File: src/sv/mexp_pkg.sv
// ----------------------------------------------------------------------------
// mexp_pkg
// Shared types and constants of the modular exponentiation core.
// ----------------------------------------------------------------------------
package mexp_pkg;

  // Modulus value after reset.
  localparam int unsigned MODULUS_RST = 23;

  // Commands from the controller to the datapath, at most one step a cycle.
  typedef struct packed {
    logic load;      // capture base and exponent, seed the running result
    logic red;       // one bit of the base reduction
    logic red_last;  // final reduction bit: latch the reduced base
    logic dbl;       // double both product accumulators
    logic add;       // conditionally add the multiplicands
    logic commit;    // take the products, advance to the next exponent bit
    logic emit;      // move the result into the output register
  } mexp_cmd_t;

  // Status from the datapath to the controller.
  typedef struct packed {
    logic out_free;  // output register can take a result this cycle
  } mexp_sts_t;

endpackage

File: src/sv/mexp_if.sv
// ----------------------------------------------------------------------------
// mexp_if
// Valid/ready channel interfaces of the modular exponentiation core.
// ----------------------------------------------------------------------------

// Input channel: one beat carries a base and an exponent.
interface mexp_in_if #(
  parameter int WIDTH = 32
);
  logic             valid;
  logic             ready;
  logic [WIDTH-1:0] base;
  logic [WIDTH-1:0] exponent;

  modport source (output valid, output base, output exponent, input ready);
  modport sink   (input valid, input base, input exponent, output ready);
endinterface

// Result channel: one beat carries the power.
interface mexp_out_if #(
  parameter int WIDTH = 32
);
  logic             valid;
  logic             ready;
  logic [WIDTH-1:0] power;

  modport source (output valid, output power, input ready);
  modport sink   (input valid, input power, output ready);
endinterface

// Configuration channel: one beat writes the modulus.
interface mexp_cfg_if #(
  parameter int WIDTH = 32
);
  logic             valid;
  logic             ready;
  logic [WIDTH-1:0] modulus;

  modport source (output valid, output modulus, input ready);
  modport sink   (input valid, input modulus, output ready);
endinterface

File: src/sv/modular_exponentiation_core.sv
// ----------------------------------------------------------------------------
// modular_exponentiation_core
// Computes base ** exponent mod modulus by right-to-left square-and-multiply
// with bit-serial shift-add modular multiplication.
// ----------------------------------------------------------------------------
//
//  Channel   Dir  Fields               Beat accepted when
//  --------  ---  -------------------  ----------------------------
//  in_bus    in   base, exponent       in_bus.valid & in_bus.ready
//  out_bus   out  power                out_bus.valid & out_bus.ready
//  cfg_bus   in   modulus              cfg_bus.valid & cfg_bus.ready
//
//  Each exponent bit runs the pair of shift-add modular multipliers (acc*base
//  and base*base side by side), which spend one double step and one add
//  step per multiplier bit; the base reduction before them takes one step
//  per bit of the base.
//  One item is in flight at a time; the next is taken while the previous
//  result still waits in the output register.
//  Reset (synchronous, active low) idles the sequencer, drops any pending
//  result and loads modulus 23. The configuration port never stalls.
//  A stalled output holds the sequencer in its final state until the
//  register frees up.
// ----------------------------------------------------------------------------
module modular_exponentiation_core
  import mexp_pkg::*;
#(
  parameter int WIDTH = 32
) (
  input  logic              clk,
  input  logic              rst_n,
  mexp_in_if.sink           in_bus,
  mexp_out_if.source        out_bus,
  mexp_cfg_if.sink          cfg_bus
);

  mexp_cmd_t        cmd;
  mexp_sts_t        sts;
  logic [WIDTH-1:0] modulus_q;
  logic             in_acc;

  // Configuration writes land directly in the modulus register.
  assign cfg_bus.ready = 1'b1;
  assign in_acc        = in_bus.valid && in_bus.ready;

  // Sequencer: reduce the base, then walk the exponent bits.
  mexp_ctrl #(
    .WIDTH (WIDTH)
  ) u_ctrl (
    .clk      (clk),
    .rst_n    (rst_n),
    .in_valid (in_bus.valid),
    .in_ready (in_bus.ready),
    .sts      (sts),
    .cmd      (cmd)
  );

  // Arithmetic and the output register.
  mexp_dp #(
    .WIDTH (WIDTH)
  ) u_dp (
    .clk         (clk),
    .rst_n       (rst_n),
    .cmd         (cmd),
    .sts         (sts),
    .in_base     (in_bus.base),
    .in_exponent (in_bus.exponent),
    .cfg_wr      (cfg_bus.valid),
    .cfg_modulus (cfg_bus.modulus),
    .out_ready   (out_bus.ready),
    .out_valid   (out_bus.valid),
    .out_power   (out_bus.power),
    .modulus_q   (modulus_q)
  );

  // Once a beat is taken, the block is busy in the cycle after it.
  a_busy_after_accept: assert property (@(posedge clk) disable iff (!rst_n)
    in_acc |=> !in_bus.ready)
    else $error("input accepted again right after a beat");

  // The sequencer issues at most one datapath step per cycle.
  a_one_step: assert property (@(posedge clk) disable iff (!rst_n)
    $onehot0({cmd.load, cmd.red, cmd.dbl, cmd.add, cmd.commit, cmd.emit}))
    else $error("more than one datapath command in a cycle");

  // A result is only pushed into a free output register.
  a_emit_free: assert property (@(posedge clk) disable iff (!rst_n)
    cmd.emit |-> sts.out_free)
    else $error("result overwrote a pending output beat");

  // Every delivered power lies below a nonzero modulus.
  a_power_range: assert property (@(posedge clk) disable iff (!rst_n)
    (out_bus.valid && (modulus_q != '0)) |-> (out_bus.power < modulus_q))
    else $error("power not reduced below modulus");

endmodule

File: src/sv/mexp_ctrl.sv
// ----------------------------------------------------------------------------
// mexp_ctrl
// Sequencer: base reduction, then per exponent bit a pair of shift-add
// modular multiplications, then hand-off to the output register.
// ----------------------------------------------------------------------------
module mexp_ctrl
  import mexp_pkg::*;
#(
  parameter int WIDTH = 32
) (
  input  logic      clk,
  input  logic      rst_n,
  input  logic      in_valid,
  output logic      in_ready,
  input  mexp_sts_t sts,
  output mexp_cmd_t cmd
);

  localparam int CW = $clog2(WIDTH);

  typedef enum logic [5:0] {
    ST_IDLE   = 6'b000001,
    ST_REDUCE = 6'b000010,
    ST_DBL    = 6'b000100,
    ST_ADD    = 6'b001000,
    ST_COMMIT = 6'b010000,
    ST_DONE   = 6'b100000
  } state_t;

  state_t        state_r, state_nxt;
  logic [CW-1:0] cnt_r, cnt_nxt;    // bit within reduction or multiplication
  logic [CW-1:0] ecnt_r, ecnt_nxt;  // exponent bit
  logic          cnt_last;
  logic          ecnt_last;

  assign cnt_last  = (cnt_r == CW'(WIDTH - 1));
  assign ecnt_last = (ecnt_r == CW'(WIDTH - 1));

  always_comb begin
    state_nxt = state_r;
    cnt_nxt   = cnt_r;
    ecnt_nxt  = ecnt_r;
    cmd       = '0;
    in_ready  = 1'b0;
    case (state_r)
      ST_IDLE: begin
        in_ready = 1'b1;
        if (in_valid) begin
          cmd.load  = 1'b1;
          cnt_nxt   = '0;
          state_nxt = ST_REDUCE;
        end
      end
      ST_REDUCE: begin
        cmd.red = 1'b1;
        if (cnt_last) begin
          cmd.red_last = 1'b1;
          cnt_nxt      = '0;
          ecnt_nxt     = '0;
          state_nxt    = ST_DBL;
        end else begin
          cnt_nxt = cnt_r + CW'(1);
        end
      end
      ST_DBL: begin
        cmd.dbl   = 1'b1;
        state_nxt = ST_ADD;
      end
      ST_ADD: begin
        cmd.add = 1'b1;
        if (cnt_last) begin
          cnt_nxt   = '0;
          state_nxt = ST_COMMIT;
        end else begin
          cnt_nxt   = cnt_r + CW'(1);
          state_nxt = ST_DBL;
        end
      end
      ST_COMMIT: begin
        cmd.commit = 1'b1;
        if (ecnt_last) begin
          state_nxt = ST_DONE;
        end else begin
          ecnt_nxt  = ecnt_r + CW'(1);
          state_nxt = ST_DBL;
        end
      end
      ST_DONE: begin
        if (sts.out_free) begin
          cmd.emit  = 1'b1;
          state_nxt = ST_IDLE;
        end
      end
      default: begin
        state_nxt = ST_IDLE;
      end
    endcase
  end

  always_ff @(posedge clk) begin
    if (!rst_n) begin
      state_r <= ST_IDLE;
      cnt_r   <= '0;
      ecnt_r  <= '0;
    end else begin
      state_r <= state_nxt;
      cnt_r   <= cnt_nxt;
      ecnt_r  <= ecnt_nxt;
    end
  end

endmodule

File: src/sv/mexp_dp.sv
// ----------------------------------------------------------------------------
// mexp_dp
// Datapath: modulus register, base reduction, two shift-add modular
// multipliers sharing one multiplier bit stream, and the output register.
// ----------------------------------------------------------------------------
module mexp_dp
  import mexp_pkg::*;
#(
  parameter int WIDTH = 32
) (
  input  logic             clk,
  input  logic             rst_n,
  input  mexp_cmd_t        cmd,
  output mexp_sts_t        sts,
  input  logic [WIDTH-1:0] in_base,
  input  logic [WIDTH-1:0] in_exponent,
  input  logic             cfg_wr,
  input  logic [WIDTH-1:0] cfg_modulus,
  input  logic             out_ready,
  output logic             out_valid,
  output logic [WIDTH-1:0] out_power,
  output logic [WIDTH-1:0] modulus_q
);

  logic [WIDTH-1:0] mod_r;
  logic [WIDTH-1:0] acc_r;    // running result
  logic [WIDTH-1:0] base_r;   // running base, reduced
  logic [WIDTH-1:0] exp_r;    // exponent, shifted right per bit
  logic [WIDTH-1:0] ysh_r;    // multiplier bits, MSB first
  logic [WIDTH-1:0] red_r;    // partial remainder of the base
  logic [WIDTH-1:0] pa_r;     // acc * base accumulator
  logic [WIDTH-1:0] pb_r;     // base * base accumulator
  logic [WIDTH-1:0] power_r;
  logic             out_valid_r;

  logic [WIDTH-1:0] red_nxt;
  logic [WIDTH-1:0] pa_dbl, pb_dbl, pa_add, pb_add;
  logic [WIDTH-1:0] acc_seed;

  // Bring t below m, given t < 2m.
  function automatic logic [WIDTH-1:0] mod_fix(input logic [WIDTH:0]   t,
                                               input logic [WIDTH-1:0] m);
    logic [WIDTH:0] d;
    d = t - {1'b0, m};
    mod_fix = (t >= {1'b0, m}) ? d[WIDTH-1:0] : t[WIDTH-1:0];
  endfunction

  assign red_nxt  = mod_fix({red_r, ysh_r[WIDTH-1]}, mod_r);
  assign pa_dbl   = mod_fix({pa_r, 1'b0}, mod_r);
  assign pb_dbl   = mod_fix({pb_r, 1'b0}, mod_r);
  assign pa_add   = mod_fix({1'b0, pa_r} + {1'b0, acc_r}, mod_r);
  assign pb_add   = mod_fix({1'b0, pb_r} + {1'b0, base_r}, mod_r);
  assign acc_seed = (mod_r == WIDTH'(1)) ? '0 : WIDTH'(1);

  always_ff @(posedge clk) begin
    if (cmd.load) begin
      ysh_r <= in_base;
      exp_r <= in_exponent;
      red_r <= '0;
      acc_r <= acc_seed;
    end
    if (cmd.red) begin
      red_r <= red_nxt;
      if (cmd.red_last) begin
        base_r <= red_nxt;
        ysh_r  <= red_nxt;
        pa_r   <= '0;
        pb_r   <= '0;
      end else begin
        ysh_r <= {ysh_r[WIDTH-2:0], 1'b0};
      end
    end
    if (cmd.dbl) begin
      pa_r <= pa_dbl;
      pb_r <= pb_dbl;
    end
    if (cmd.add) begin
      ysh_r <= {ysh_r[WIDTH-2:0], 1'b0};
      if (ysh_r[WIDTH-1]) begin
        pa_r <= pa_add;
        pb_r <= pb_add;
      end
    end
    if (cmd.commit) begin
      if (exp_r[0]) begin
        acc_r <= pa_r;
      end
      base_r <= pb_r;
      ysh_r  <= pb_r;
      pa_r   <= '0;
      pb_r   <= '0;
      exp_r  <= {1'b0, exp_r[WIDTH-1:1]};
    end
    if (cmd.emit) begin
      power_r <= (mod_r == '0) ? '0 : acc_r;
    end
  end

  always_ff @(posedge clk) begin
    if (!rst_n) begin
      mod_r       <= WIDTH'(MODULUS_RST);
      out_valid_r <= 1'b0;
    end else begin
      if (cfg_wr) begin
        mod_r <= cfg_modulus;
      end
      if (cmd.emit) begin
        out_valid_r <= 1'b1;
      end else if (out_ready) begin
        out_valid_r <= 1'b0;
      end
    end
  end

  assign sts.out_free = !out_valid_r || out_ready;
  assign out_valid    = out_valid_r;
  assign out_power    = power_r;
  assign modulus_q    = mod_r;

endmodule
File: src/flat_wrapper.sv
// flat-port wrapper written by rule: the top's interface ports become plain ports
module modular_exponentiation_core_flat import mexp_pkg::*;
#(
  parameter int WIDTH = 32
)
  (clk, rst_n, in_bus_valid, in_bus_base, in_bus_exponent, in_bus_ready, out_bus_valid, out_bus_power, out_bus_ready, cfg_bus_valid, cfg_bus_modulus, cfg_bus_ready);
  mexp_in_if #(.WIDTH(WIDTH)) in_bus_i ();
  mexp_out_if #(.WIDTH(WIDTH)) out_bus_i ();
  mexp_cfg_if #(.WIDTH(WIDTH)) cfg_bus_i ();
  input  logic clk;
  input  logic rst_n;
  input wire logic [$bits(in_bus_i.valid)-1:0] in_bus_valid;
  input wire logic [$bits(in_bus_i.base)-1:0] in_bus_base;
  input wire logic [$bits(in_bus_i.exponent)-1:0] in_bus_exponent;
  output wire logic [$bits(in_bus_i.ready)-1:0] in_bus_ready;
  output wire logic [$bits(out_bus_i.valid)-1:0] out_bus_valid;
  output wire logic [$bits(out_bus_i.power)-1:0] out_bus_power;
  input wire logic [$bits(out_bus_i.ready)-1:0] out_bus_ready;
  input wire logic [$bits(cfg_bus_i.valid)-1:0] cfg_bus_valid;
  input wire logic [$bits(cfg_bus_i.modulus)-1:0] cfg_bus_modulus;
  output wire logic [$bits(cfg_bus_i.ready)-1:0] cfg_bus_ready;
  assign in_bus_i.valid = in_bus_valid;
  assign in_bus_i.base = in_bus_base;
  assign in_bus_i.exponent = in_bus_exponent;
  assign in_bus_ready = in_bus_i.ready;
  assign out_bus_valid = out_bus_i.valid;
  assign out_bus_power = out_bus_i.power;
  assign out_bus_i.ready = out_bus_ready;
  assign cfg_bus_i.valid = cfg_bus_valid;
  assign cfg_bus_i.modulus = cfg_bus_modulus;
  assign cfg_bus_ready = cfg_bus_i.ready;
  modular_exponentiation_core #(.WIDTH(WIDTH)) u_core (.clk(clk), .rst_n(rst_n), .in_bus(in_bus_i), .out_bus(out_bus_i), .cfg_bus(cfg_bus_i));
endmodule
File: config.mk
export PLATFORM = sky130hd
export DESIGN_NAME = modular_exponentiation_core_flat
export DESIGN_NICKNAME = d
export VERILOG_FILES = /design/src/sv/mexp_pkg.sv /design/src/sv/mexp_if.sv /design/src/sv/modular_exponentiation_core.sv /design/src/sv/mexp_ctrl.sv /design/src/sv/mexp_dp.sv /design/src/flat_wrapper.sv
export SDC_FILE = /design/constraint.sdc
export NUM_CORES = 1
export LEC_CHECK = 0
export CORE_ASPECT_RATIO = 0.6
export CORE_MARGIN = 2
export CORE_UTILIZATION = 35
export CTS_CLUSTER_SIZE = 28
export DETAILED_ROUTE_END_ITERATION = 6
export DONT_BUFFER_PORTS = 1
export GPL_ROUTABILITY_DRIVEN = 0
export PLACE_DENSITY = 0.56
export SETUP_SLACK_MARGIN = 0.3
export SLEW_MARGIN = 20
export SYNTH_ARGS = -nofsm -noshare
export SYNTH_HDL_FRONTEND = slang
export SYNTH_SLANG_ARGS = --single-unit
File: constraint.sdc
create_clock -name clk -period 7.1 [get_ports clk]
set_clock_uncertainty 0.1 [all_clocks]
set_input_delay 1.42 -clock clk [delete_from_list [all_inputs] [get_ports clk]]
set_output_delay 1.42 -clock clk [all_outputs]
set_load 0.02 [all_outputs]
-- After elaboration in Yosys (flattened, before gate mapping)
Cells that the tools add are included.
- flip-flop bits (word level): 305
- latch bits: 0
- bits in writable memories: 0
- memory bits (read-only): 0
- bits of input ports: 101
- output and inout port bits: 35
- memories: 0
- add/subtract/negate cells: 9
- multiply operators: 0
- divide/modulo/power cells: 0
- magnitude comparators: 5
- eq/ne operators: 13
- shift operators: 0
- multiplexer cells: 55
- bitwise logic cells: 0
- reduce and logical (&&, ||, !) cells: 16
- operators with widths (cell ; count):
    two-way mux 32 bit ; 28
    greater-or-equal comparator 33 x 32 -> 1 bit ; 5
    subtractor 32 bit ; 5
    adder 32 x 32 -> 33 bit ; 2
    two-way mux 31 bit ; 2
    one-hot mux 6 bit (6 select lines) ; 1
    == test 32 x 1 -> 1 bit, second input constant ; 1
    zero test 32 bit ; 1
    two-way mux 5 bit ; 5
    two-way mux 6 bit ; 4
    one-hot mux 5 bit (2 select lines) ; 2
    nonzero test 2 bit ; 7
    two-way mux 1 bit ; 12
    adder 5 x 1 -> 5 bit, second input constant ; 2
    == test 5 bit, second input constant ; 2
    == test 6 x 1 -> 1 bit, second input constant ; 1
    == test 6 x 2 -> 1 bit, second input constant ; 1
    == test 6 x 3 -> 1 bit, second input constant ; 1
    == test 6 x 4 -> 1 bit, second input constant ; 1
    == test 6 x 5 -> 1 bit, second input constant ; 1
    == test 6 bit, second input constant ; 1
    inequality test 2 bit, second input constant ; 3
    AND reduction 3 bit ; 2
    AND reduction 2 bit ; 2
    other kinds (6) ; 6

-- Depth between registers and ports, before layout
Gate-level depths: netlist of the first run.
- depth in word-level cells: 8
- mapped depth: 23
- mapped depth without buffers: 21

-- By module
Synthesis of the first run repeated with hierarchy kept, for this count alone.
- cells, all modules: 3015
- area total of the unflattened synthesis: 26060.0 um^2
- modules (own cells, without submodules) (module ; instances ; cells each ; area each (um^2) ; seq. area each (um^2)):
    mexp_dp ; 1 ; 2896 ; 25087.8 ; 7377.1
    mexp_ctrl ; 1 ; 117 ; 960.9 ; 320.3
    modular_exponentiation_core ; 1 ; 2 ; 11.3 ; 0.0

-- Worst setup path before layout of the first run
OpenSTA, ideal clock, no wires.
- path kind: register to register
- start point: register u_core.u_dp.pa_r[0]
- end point: register u_core.u_dp.pa_r[22]
- arrival time: 4.525 ns
- path slack: 2.343 ns
- stages on the path, launching flop included: 22
- path buffers: 2
- period minus slack after synthesis: 4.757 ns
- cell sequence: dfxtp_1 -> ha_1 -> fa_1 -> a211oi_1 -> o21ai_0 -> and3_1 -> o211ai_1 -> a21boi_0 -> o31a_1 -> a21oi_1 -> xnor2_1 -> ha_1 -> nand4_1 -> or3_1 -> o221a_2 -> o31a_1 -> o31ai_4 -> a31oi_4 -> buf_6 -> buf_6 -> a211oi_1 -> nor3_1
- word-level cells in the longest chain between the ends: 5
- elaborated cells on any way between the ends: 10
- ends and longest elaborated chain (item ; RTL line ; source):
    start: declaration ; mexp_dp.sv:31 ; logic [WIDTH-1:0] pa_r;
    start signal: assignment ; mexp_dp.sv:74 ; pa_r <= pa_dbl;
    start signal: assignment ; mexp_dp.sv:80 ; pa_r <= pa_add;
    adder 32 x 32 -> 33 bit, or another cell as far along ; mexp_dp.sv:51 ; assign pa_add = mod_fix({1'b0, pa_r} + {1'b0, acc_r}, mod_r);
    subtractor 32 bit, or another cell as far along ; mexp_dp.sv:44 ; d = t - {1'b0, m};
    two-way mux 32 bit (on tied branches) ; mexp_dp.sv:45, mexp_dp.sv:73 ;
    two-way mux 32 bit ; mexp_dp.sv:79 ; if (ysh_r[WIDTH-1]) begin
    two-way mux 32 bit * ; mexp_dp.sv:77 ; if (cmd.add) begin
Mark *: on every way between the ends. The rest lies on a longest branch, timed or not.
A chain may end at the register's enable or synchronous reset.

-- Worst setup path after layout of the first run
- start point: register u_core.u_dp.pa_r[3]
- end point: register u_core.u_dp.pa_r[0]
- word-level cells in the longest chain between the ends: 5
- elaborated cells on any way between the ends: 8
- ends and longest elaborated chain (item ; RTL line ; source):
    adder 32 x 32 -> 33 bit / greater-or-equal comparator 33 x 32 -> 1 bit (equally long branches) ; mexp_dp.sv:51, mexp_dp.sv:45 ;
    greater-or-equal comparator 33 x 32 -> 1 bit / two-way mux 32 bit (equally long branches) ; mexp_dp.sv:45 ; mod_fix = (t >= {1'b0, m}) ? d[WIDTH-1:0] : t[WIDTH-1:0];
    two-way mux 32 bit (on tied branches) ; mexp_dp.sv:45, mexp_dp.sv:73 ;
    two-way mux 32 bit ; mexp_dp.sv:79 ;
    two-way mux 32 bit * ; mexp_dp.sv:77 ;
Marks and branches as above.

==> results of run 1 <==
registers in the layout (all words and copies together), names as in the netlist, 6 cells and up:
name,cells
u_core.u_ctrl.state_r,6
u_core.u_dp.acc_r,32
u_core.u_dp.base_r,32
u_core.u_dp.exp_r,32
u_core.u_dp.modulus_q,32
u_core.u_dp.out_power,32
u_core.u_dp.pa_r,32
u_core.u_dp.pb_r,32
u_core.u_dp.red_r,32
u_core.u_dp.ysh_r,32
through the flow:
| step | utilization | hold slack (ns) | instances | total power, mW | setup WS [ns] |
|---|---|---|---|---|---|
| floorplan | - | 0.315 | 3019 | 5.70 | 2.34 |
| global placement | 0.369 | 0.336 | 3889 | 6.72 | 0.618 |
| detailed placement | 0.369 | 0.337 | 3889 | 6.71 | 0.614 |
| CTS | 0.385 | 0.347 | 3953 | 8.65 | 0.537 |
| global route | 0.386 | 0.382 | 3954 | 9.31 | 0.373 |
| finish | 0.386 | 0.343 | 3956 | 8.77 | 0.757 |
layout make-up:
cell class / instances / area (um^2)
Clock inverter: 17 / 133
Clock buffer: 47 / 1020
Fill cell: 7432 / 44400
Multi-Input combinational cell: 2481 / 17200
Antenna cell: 2 / 5.00
Sequential cell: 305 / 7700
Timing Repair Buffer: 37 / 310
Inverter: 92 / 345
Tap cell: 975 / 1220
report_power, final:
group          switching [mW]  leakage [nW]  internal (mW)
clock                   0.853         0.575           1.06
combinational            2.78          8.30           1.88
sequential              0.162          2.62           2.04
total                    3.79          11.5           4.98
cells in the mapped netlist, drive strengths merged (88+ instances only):
cell type | count | area, um^2
a21o | 103 | 774
a21oi | 324 | 1630
clkbuf | 99 | 373
dfxtp | 146 | 2920
edfxtp | 159 | 4770
ha | 228 | 2850
inv | 92 | 345
nand2 | 266 | 998
nor2 | 250 | 943
nor2b | 88 | 551
o21ai | 167 | 843
xnor2 | 122 | 1070
worst max path at each step:
stage                                         startpoint                              end  cells past startpoint  slack (ns)
after floorplan           u_core.u_dp.pa_r[0]$_SDFF_PP0_  u_core.u_dp.pa_r[22]$_SDFF_PP0_                     21        2.34
after global placement    u_core.u_dp.pa_r[2]$_SDFF_PP0_   u_core.u_dp.pa_r[0]$_SDFF_PP0_                     20        0.62
after detailed placement  u_core.u_dp.pa_r[3]$_SDFF_PP0_   u_core.u_dp.pa_r[0]$_SDFF_PP0_                     20        0.61
after CTS                 u_core.u_dp.pa_r[3]$_SDFF_PP0_   u_core.u_dp.pa_r[0]$_SDFF_PP0_                     20        0.54
after global routing      u_core.u_dp.pa_r[2]$_SDFF_PP0_   u_core.u_dp.pa_r[6]$_SDFF_PP0_                     20        0.37
final                     u_core.u_dp.pa_r[3]$_SDFF_PP0_   u_core.u_dp.pa_r[0]$_SDFF_PP0_                     21        0.76
kinds of logic (layout without fill, tap and decap cells):
kind of cell	after synthesis	in the layout	synth area share
compound gates	1055	1055	0.275
simple gates	904	904	0.167
flops	305	305	0.299
fa+ha+maj	235	235	0.116
buf+inv	233	193	0.0382
xor+xnor	189	189	0.0643
mux	97	97	0.0411
other cells	1	3	0.000146
metal layers:
metal | vias to the layer above | global-route usage | part of all wire | wire length (um)
li1 | 11226 | - | - | -
met1 | 11143 | 0.358 | 0.51 | 45200
met2 | 967 | 0.296 | 0.37 | 33500
met3 | 78 | 0.0774 | 0.11 | 9750
met4 | 8 | 0.0299 | 0.011 | 955
met5 | - | 0 | 0.00065 | 58
==> impl_metrics.csv, run 1 <==
group,metric,value,unit
sta,setup_tns,0,ns
synthesis,number_of_enable_flip_flop_cells_after_synthesis,159,
run_status,outcome,"finished, final reports clean",
sta,maxSlewViolCount,0,
detailed_routing,drc,0,
setup_path,crit_path_max_incr_delay,0.53,ns
die,die_area,0.0759,mm^2
setup_path,worst_ep_required_time,7.41,ns
sta,final_report_hold_violation_count,0,
sta,fmax,158,MHz
detailed_routing,antenna_left,0,
grt,antenna_found_initial,5,
die,floorplan.die.width,354,um
clock_network,tritoncts_num_sinks,305,
worst_hold_path,worstHoldPathCells,1,
synthesis,synthCells,3019,
synthesis,asyncSetResetFlopFracSynth,0,
place,io_buffers,0,
sta,final_period_minus_worst_setup_slack,6.34,ns
synthesis,dominantRegCellSynth,"edfxtp_1",
setup_path,number_of_cells_on_the_worst_reg_to_reg_path,21,
worst_hold_path,hold_path_end,"u_core.u_ctrl.cnt_r[3]$_SDFFE_PN0P_",
setup_path,worst-path-max-fanout,25,
synthesis,ys_ff_latch,305,
setup_path,timing.critical_path.max_delay_family,"compound AO/OA/AOI/OAI gates",
sta,rsz0062_at_grt,"no",
detailed_routing,dr.pass1.iters,7,
setup_path,critPathLaunchType,"flip-flop",
place,detailedPlacementHpwl,68800,um
setup_path,cp.buffers_inverters,2,
layout,final_cell_area_excluding_filler_cells,0.0279,mm^2
power_and_ir_drop,max-vdd-ir-drop,199,uV
grt,grt_first_pass_wirelength,134000,um
setup_path,crit_type,"reg2reg",
clock_network,htree_levels,2,
die,row_count,76,
sta,finalSetupViolCount,0,
synthesis,syn-mean-instance-area,8.53,um^2
sta,tightestPinTransition,1.13,ns
clock_network,cts_hold_repair.buffers,0,
clock_network,numCtsBuffers,35,
grt,grt_max_degree,85,
setup_path,r2r_slack,0.76,ns
worst_hold_path,timing.hold.worst.class,"reg2reg",
layout,layout-drive-gt1-share,0.0608,
detailed_routing,avgViaCountPerCell,5.92,
clock_network,cts_root_buf,"clkbuf_16",
synthesis,synth.yosys.seq_area_share,0.299,
detailed_routing,drt-initial-drc-count,2592,
clock_network,clock_tree.buffer_depth,3,
detailed_routing,dr_total_vias,23422,
setup_path,sequence_of_cells_on_the_critical_path,"ha_1 > o21ai_0 > o21ai_0 > nand4_1 > and3b_1 > a311oi_1 > a41oi_1 > o21ai_0 > xor2_1 > ha_1 > nor2b_1 > a2111oi_0 > o31ai_1 > nor2_1 > o31ai_4 > a31oi_4 > buf_16 > buf_4 > nor2_1 > a211oi_1 > nor3_1",
layout,synthToLayoutAreaGrowth,8.32,%
grt,globalRoute.totalOverflow,0,
worst_hold_path,hold_path_startpoint,"u_core.u_ctrl.cnt_r[3]$_SDFFE_PN0P_",
synthesis,syn_nets,3355,
power_and_ir_drop,power_leakage,11.5,nW
grt,first_global_vias,20985,
die,die-height,214,um
setup_path,crit_path_top_delay_cell,"a311oi_1",
setup_path,cp_capture_type,"flip-flop",
detailed_routing,totalWireLength,89500,um
sta,max_slew_margin,0.237,
setup_path,worst_r2r_startpoint,"u_core.u_dp.pa_r[3]$_SDFF_PP0_",
layout,fin_nets,3288,
power_and_ir_drop,power-per-cell-area,314,mW/mm^2
layout,most_frequent_standard_cell_in_the_layout_excluding_fill_and_tap_cells,"a21oi_1",
die,core_area,0.0723,mm^2
clock_network,clock_tree_from_tritoncts,"done",
clock_network,insertion_delay,0.59,ns
die,initial_utilization,0.356,
synthesis,yosys_warnings,0,
place,dpl_cell_area,0.0267,mm^2
clock_network,clock_input_transition_at_the_sequential_cells_of_the_worst_setup_and_hold_paths,0.06,ns
grt,grt_use_total,0.227,
sta,finalCritPeriodShare,0.893,
setup_path,crit_top_cell,"o21ai_0",
detailed_routing,wl_per_cell,22.6,um
clock_network,postCtsResizedCells,0,
die,ios,136,
setup_path,arrival,6.66,ns
synthesis,synthesis.area,0.0258,mm^2
setup_path,rr_endpoint,"u_core.u_dp.pa_r[0]$_SDFF_PP0_",
clock_network,cts_post_setup_buffers_inserted,0,
synthesis,synth.lib_cells_used.distinct,96,
run,cap_violations,0,
layout,final_cell_mix,"a21oi_1 (323), nand2_1 (266), nor2_1 (245), ha_1 (228), edfxtp_1 (159)",
Power figures use the tool's default switching activity.
==> run 2, diff against run 1 <==
--- a/config.mk
+++ b/config.mk
@@ -6,7 +6,6 @@
 export NUM_CORES = 1
 export LEC_CHECK = 0
 export CORE_ASPECT_RATIO = 0.6
-export CORE_MARGIN = 2
 export CORE_UTILIZATION = 35
 export CTS_CLUSTER_SIZE = 28
 export DETAILED_ROUTE_END_ITERATION = 6
@@ -17,4 +16,5 @@
 export SLEW_MARGIN = 20
 export SYNTH_ARGS = -nofsm -noshare
 export SYNTH_HDL_FRONTEND = slang
+export SYNTH_HIERARCHICAL = 1
 export SYNTH_SLANG_ARGS = --single-unit
==> run 2 against run 1 <==
- total power rose by 2.8%
- global-route usage decreased by 1.2 points
- critical path depth stayed put
- largest cell class unchanged
- clock power grew 4%
- sequential cell count unchanged
- die area is 0.35% lower
- first-iteration DRC count shrank 9.6%
- area after synthesis is 1.2% higher
- fmax shrank 3.9%
- combinational power up 2%
- routed wire length decreased by 6.4%
- register-to-register slack lost 0.26 ns
- largest power group unchanged
==> impl_metrics.csv, run 2 <==
group,metric,value,unit
run_status,outcome,"finished, final reports clean",
synthesis,asyncSetResetFlopFracSynth,0,
synthesis,ys_ff_latch,305,
synthesis,synth.lib_cells_used.distinct,95,
setup_path,r2r_slack,0.50,ns
detailed_routing,drt-initial-drc-count,2342,
run,cap_violations,0,
setup_path,crit_path_top_delay_cell,"or4_1",
setup_path,number_of_cells_on_the_worst_reg_to_reg_path,21,
synthesis,syn-mean-instance-area,8.64,um^2
grt,grt_max_degree,65,
power_and_ir_drop,max-vdd-ir-drop,200,uV
die,core_area,0.0736,mm^2
clock_network,clock_tree.buffer_depth,3,
setup_path,timing.critical_path.max_delay_family,"compound AO/OA/AOI/OAI gates",
clock_network,insertion_delay,0.58,ns
setup_path,crit_top_cell,"ha_1",
clock_network,tritoncts_num_sinks,305,
place,dpl_cell_area,0.0270,mm^2
power_and_ir_drop,power_leakage,11.5,nW
sta,maxSlewViolCount,0,
sta,finalCritPeriodShare,0.930,
synthesis,syn_nets,3351,
sta,final_period_minus_worst_setup_slack,6.60,ns
grt,grt.met1_usage,0.347,
setup_path,crit_path_max_incr_delay,0.67,ns
clock_network,cts_post_setup_buffers_inserted,0,
setup_path,crit_type,"reg2reg",
sta,finalSetupViolCount,0,
grt,grt_use_met3,0.0471,
grt,grt_util_met2,0.285,
synthesis,synth_common_cells,"a21oi_1 (263), nand2_1 (234), ha_1 (228)",
die,initial_utilization,0.354,
clock_network,cts_hold_repair.buffers,0,
place,detailedPlacementHpwl,64600,um
layout,layout.filler_cells,7573,
place,io_buffers,0,
layout,most_frequent_standard_cell_in_the_layout_excluding_fill_and_tap_cells,"a21oi_1",
sta,rsz0062_at_grt,"no",
grt,grt_first_pass_wirelength,127000,um
layout,final_cell_area_excluding_filler_cells,0.0282,mm^2
setup_path,worst_r2r_startpoint,"u_core/u_dp/pa_r[1]$_SDFF_PP0_",
synthesis,synthMostInstantiatedCell,"a21oi_1",
die,die-height,213,um
clock_network,htree_levels,2,
setup_path,crit_path_start,"u_core/u_dp/pa_r[1]$_SDFF_PP0_",
detailed_routing,dr.pass1.iters,5,
synthesis,synthesis.area,0.0261,mm^2
synthesis,netlist.top_cell.by_area,"edfxtp_1",
synthesis,synth.yosys.seq_area_share,0.295,
layout,final_cell_mix,"a21oi_1 (261), nand2_1 (234), ha_1 (228), nor2_1 (225), o21ai_0 (177)",
sta,final_report_hold_violation_count,0,
clock_network,numCtsBuffers,37,
setup_path,arrival,6.95,ns
power_and_ir_drop,power-per-cell-area,319,mW/mm^2
setup_path,rr_endpoint,"u_core/u_dp/pa_r[29]$_SDFF_PP0_",
setup_path,worst-path-max-fanout,54,
die,row_count,77,
detailed_routing,totalWireLength,83800,um
setup_path,worst_ep_required_time,7.45,ns
setup_path,timing.critical_path.depth,21,
detailed_routing,avgViaCountPerCell,5.82,
sta,setup_tns,0,ns
layout,fin_nets,3280,
synthesis,yosys_warnings,6,
grt,grt-busiest-layer,"met1",
synthesis,number_of_enable_flip_flop_cells_after_synthesis,159,
synthesis,synth.area.top_cells,"edfxtp_1 (18%), dfxtp_1 (11%), ha_1 (11%)",
setup_path,critPathLaunchType,"flip-flop",
detailed_routing,wl_per_cell,21.1,um
sta,tightestPinTransition,1.02,ns
sta,fmax,151,MHz
setup_path,cp-endpoint,"u_core/u_dp/pa_r[29]$_SDFF_PP0_",
detailed_routing,antenna_left,0,
synthesis,synthCells,3015,
clock_network,cts_root_buf,"clkbuf_16",
grt,grt_use_total,0.216,
grt,first_global_vias,20698,
detailed_routing,drc,0,
setup_path,cp.buffers_inverters,2,
layout,synthToLayoutAreaGrowth,8.34,%
die,ios,136,
synthesis,synth_largest_type_area_fraction,0.183,
die,die_area,0.0756,mm^2
clock_network,postCtsResizedCells,0,
grt,antenna_found_initial,3,
setup_path,sequence_of_cells_on_the_critical_path,"ha_1 > a211oi_1 > o21ai_0 > a221oi_1 > buf_4 > a21oi_1 > a31oi_1 > nand2b_1 > a32oi_1 > xor2_1 > ha_1 > nand4_1 > or4_1 > nor4_1 > a2111o_1 > a211o_1 > a21o_1 > a31oi_4 > buf_12 > mux2_2 > o221a_2",
sta,max_slew_margin,0.315,
setup_path,cp_capture_type,"flip-flop",
die,floorplan.die.width,354,um
clock_network,clock_input_transition_at_the_sequential_cells_of_the_worst_setup_and_hold_paths,0.06,ns
grt,globalRoute.totalOverflow,0,
worst_hold_path,timing.hold.worst.class,"reg2reg",
synthesis,dominantRegCellSynth,"edfxtp_1",
clock_network,clock_tree_from_tritoncts,"done",
detailed_routing,dr_total_vias,23048,
layout,layout-drive-gt1-share,0.0710,
==> run 2: routing by layer <==
metal	up-vias	part of all wire
li1	11273	-
met4	0	0.014
met1	10933	0.53
met2	760	0.38
met5	-	0
met3	82	0.080
==> run 2: per-stage QoR <==
step / cells / hold slack, ns / setup slack (ns) / util / power [mW]
6_report: 3962 / 0.391 / 0.499 / 0.384 / 9.02
5_1_grt: 3960 / 0.408 / 0.339 / 0.384 / 9.62
4_1_cts: 3960 / 0.395 / 0.875 / 0.384 / 8.97
2_1_floorplan: 3015 / 0.353 / 2.02 / - / 5.92
3_3_place_gp: 3892 / 0.378 / 0.946 / 0.367 / 6.92
3_5_place_dp: 3892 / 0.381 / 0.925 / 0.367 / 6.92
==> run 2: layout make-up <==
cell class	count	area (um^2)	area share
Multi-Input combinational cell	2475	17500	0.619
Sequential cell	305	7700	0.273
Tap cell	987	1230	0.0437
Clock buffer	46	1020	0.0362
Inverter	96	360	0.0128
Timing Repair Buffer	29	230	0.00815
Clock inverter	22	203	0.00718
Antenna cell	2	5.00	0.000177
==> run 2: worst min-delay path: stages, from the launching register on <==
cell,delay (ns)
dfxtp_1,0.32
nand2_1,0.05
o21ai_0,0.06
==> run 2: cells by family after synthesis <==
| logic type | count (synthesis) | synth area share |
|---|---|---|
| compound gates | 999 | 0.260 |
| xor+xnor | 179 | 0.0602 |
| fa+ha+maj | 235 | 0.115 |
| buf+inv | 235 | 0.0358 |
| flops | 305 | 0.295 |
| mux | 143 | 0.0601 |
| other cells | 1 | 0.000144 |
| simple gates | 918 | 0.174 |
==> run 2: worst min-delay path by stage <==
| stage | from | to | slack (ns) | cells after the start |
|---|---|---|---|---|
| after floorplan | u_core/u_ctrl/ecnt_r[2]$_SDFFE_PN0P_ | u_core/u_ctrl/ecnt_r[2]$_SDFFE_PN0P_ | 0.35 | 2 |
| after global placement | u_core/u_ctrl/cnt_r[3]$_SDFFE_PN0P_ | u_core/u_ctrl/cnt_r[3]$_SDFFE_PN0P_ | 0.38 | 1 |
| after detailed placement | u_core/u_ctrl/cnt_r[3]$_SDFFE_PN0P_ | u_core/u_ctrl/cnt_r[3]$_SDFFE_PN0P_ | 0.38 | 1 |
| after CTS | u_core/u_ctrl/ecnt_r[2]$_SDFFE_PN0P_ | u_core/u_ctrl/ecnt_r[2]$_SDFFE_PN0P_ | 0.39 | 2 |
| after global routing | u_core/u_ctrl/cnt_r[3]$_SDFFE_PN0P_ | u_core/u_ctrl/cnt_r[3]$_SDFFE_PN0P_ | 0.41 | 1 |
| final | u_core/u_ctrl/ecnt_r[2]$_SDFFE_PN0P_ | u_core/u_ctrl/ecnt_r[2]$_SDFFE_PN0P_ | 0.39 | 2 |
==> run 2: power by group <==
group / switching [mW] / internal (mW)
registers: 0.158 / 2.10
clock network: 0.854 / 1.14
logic: 2.79 / 1.98
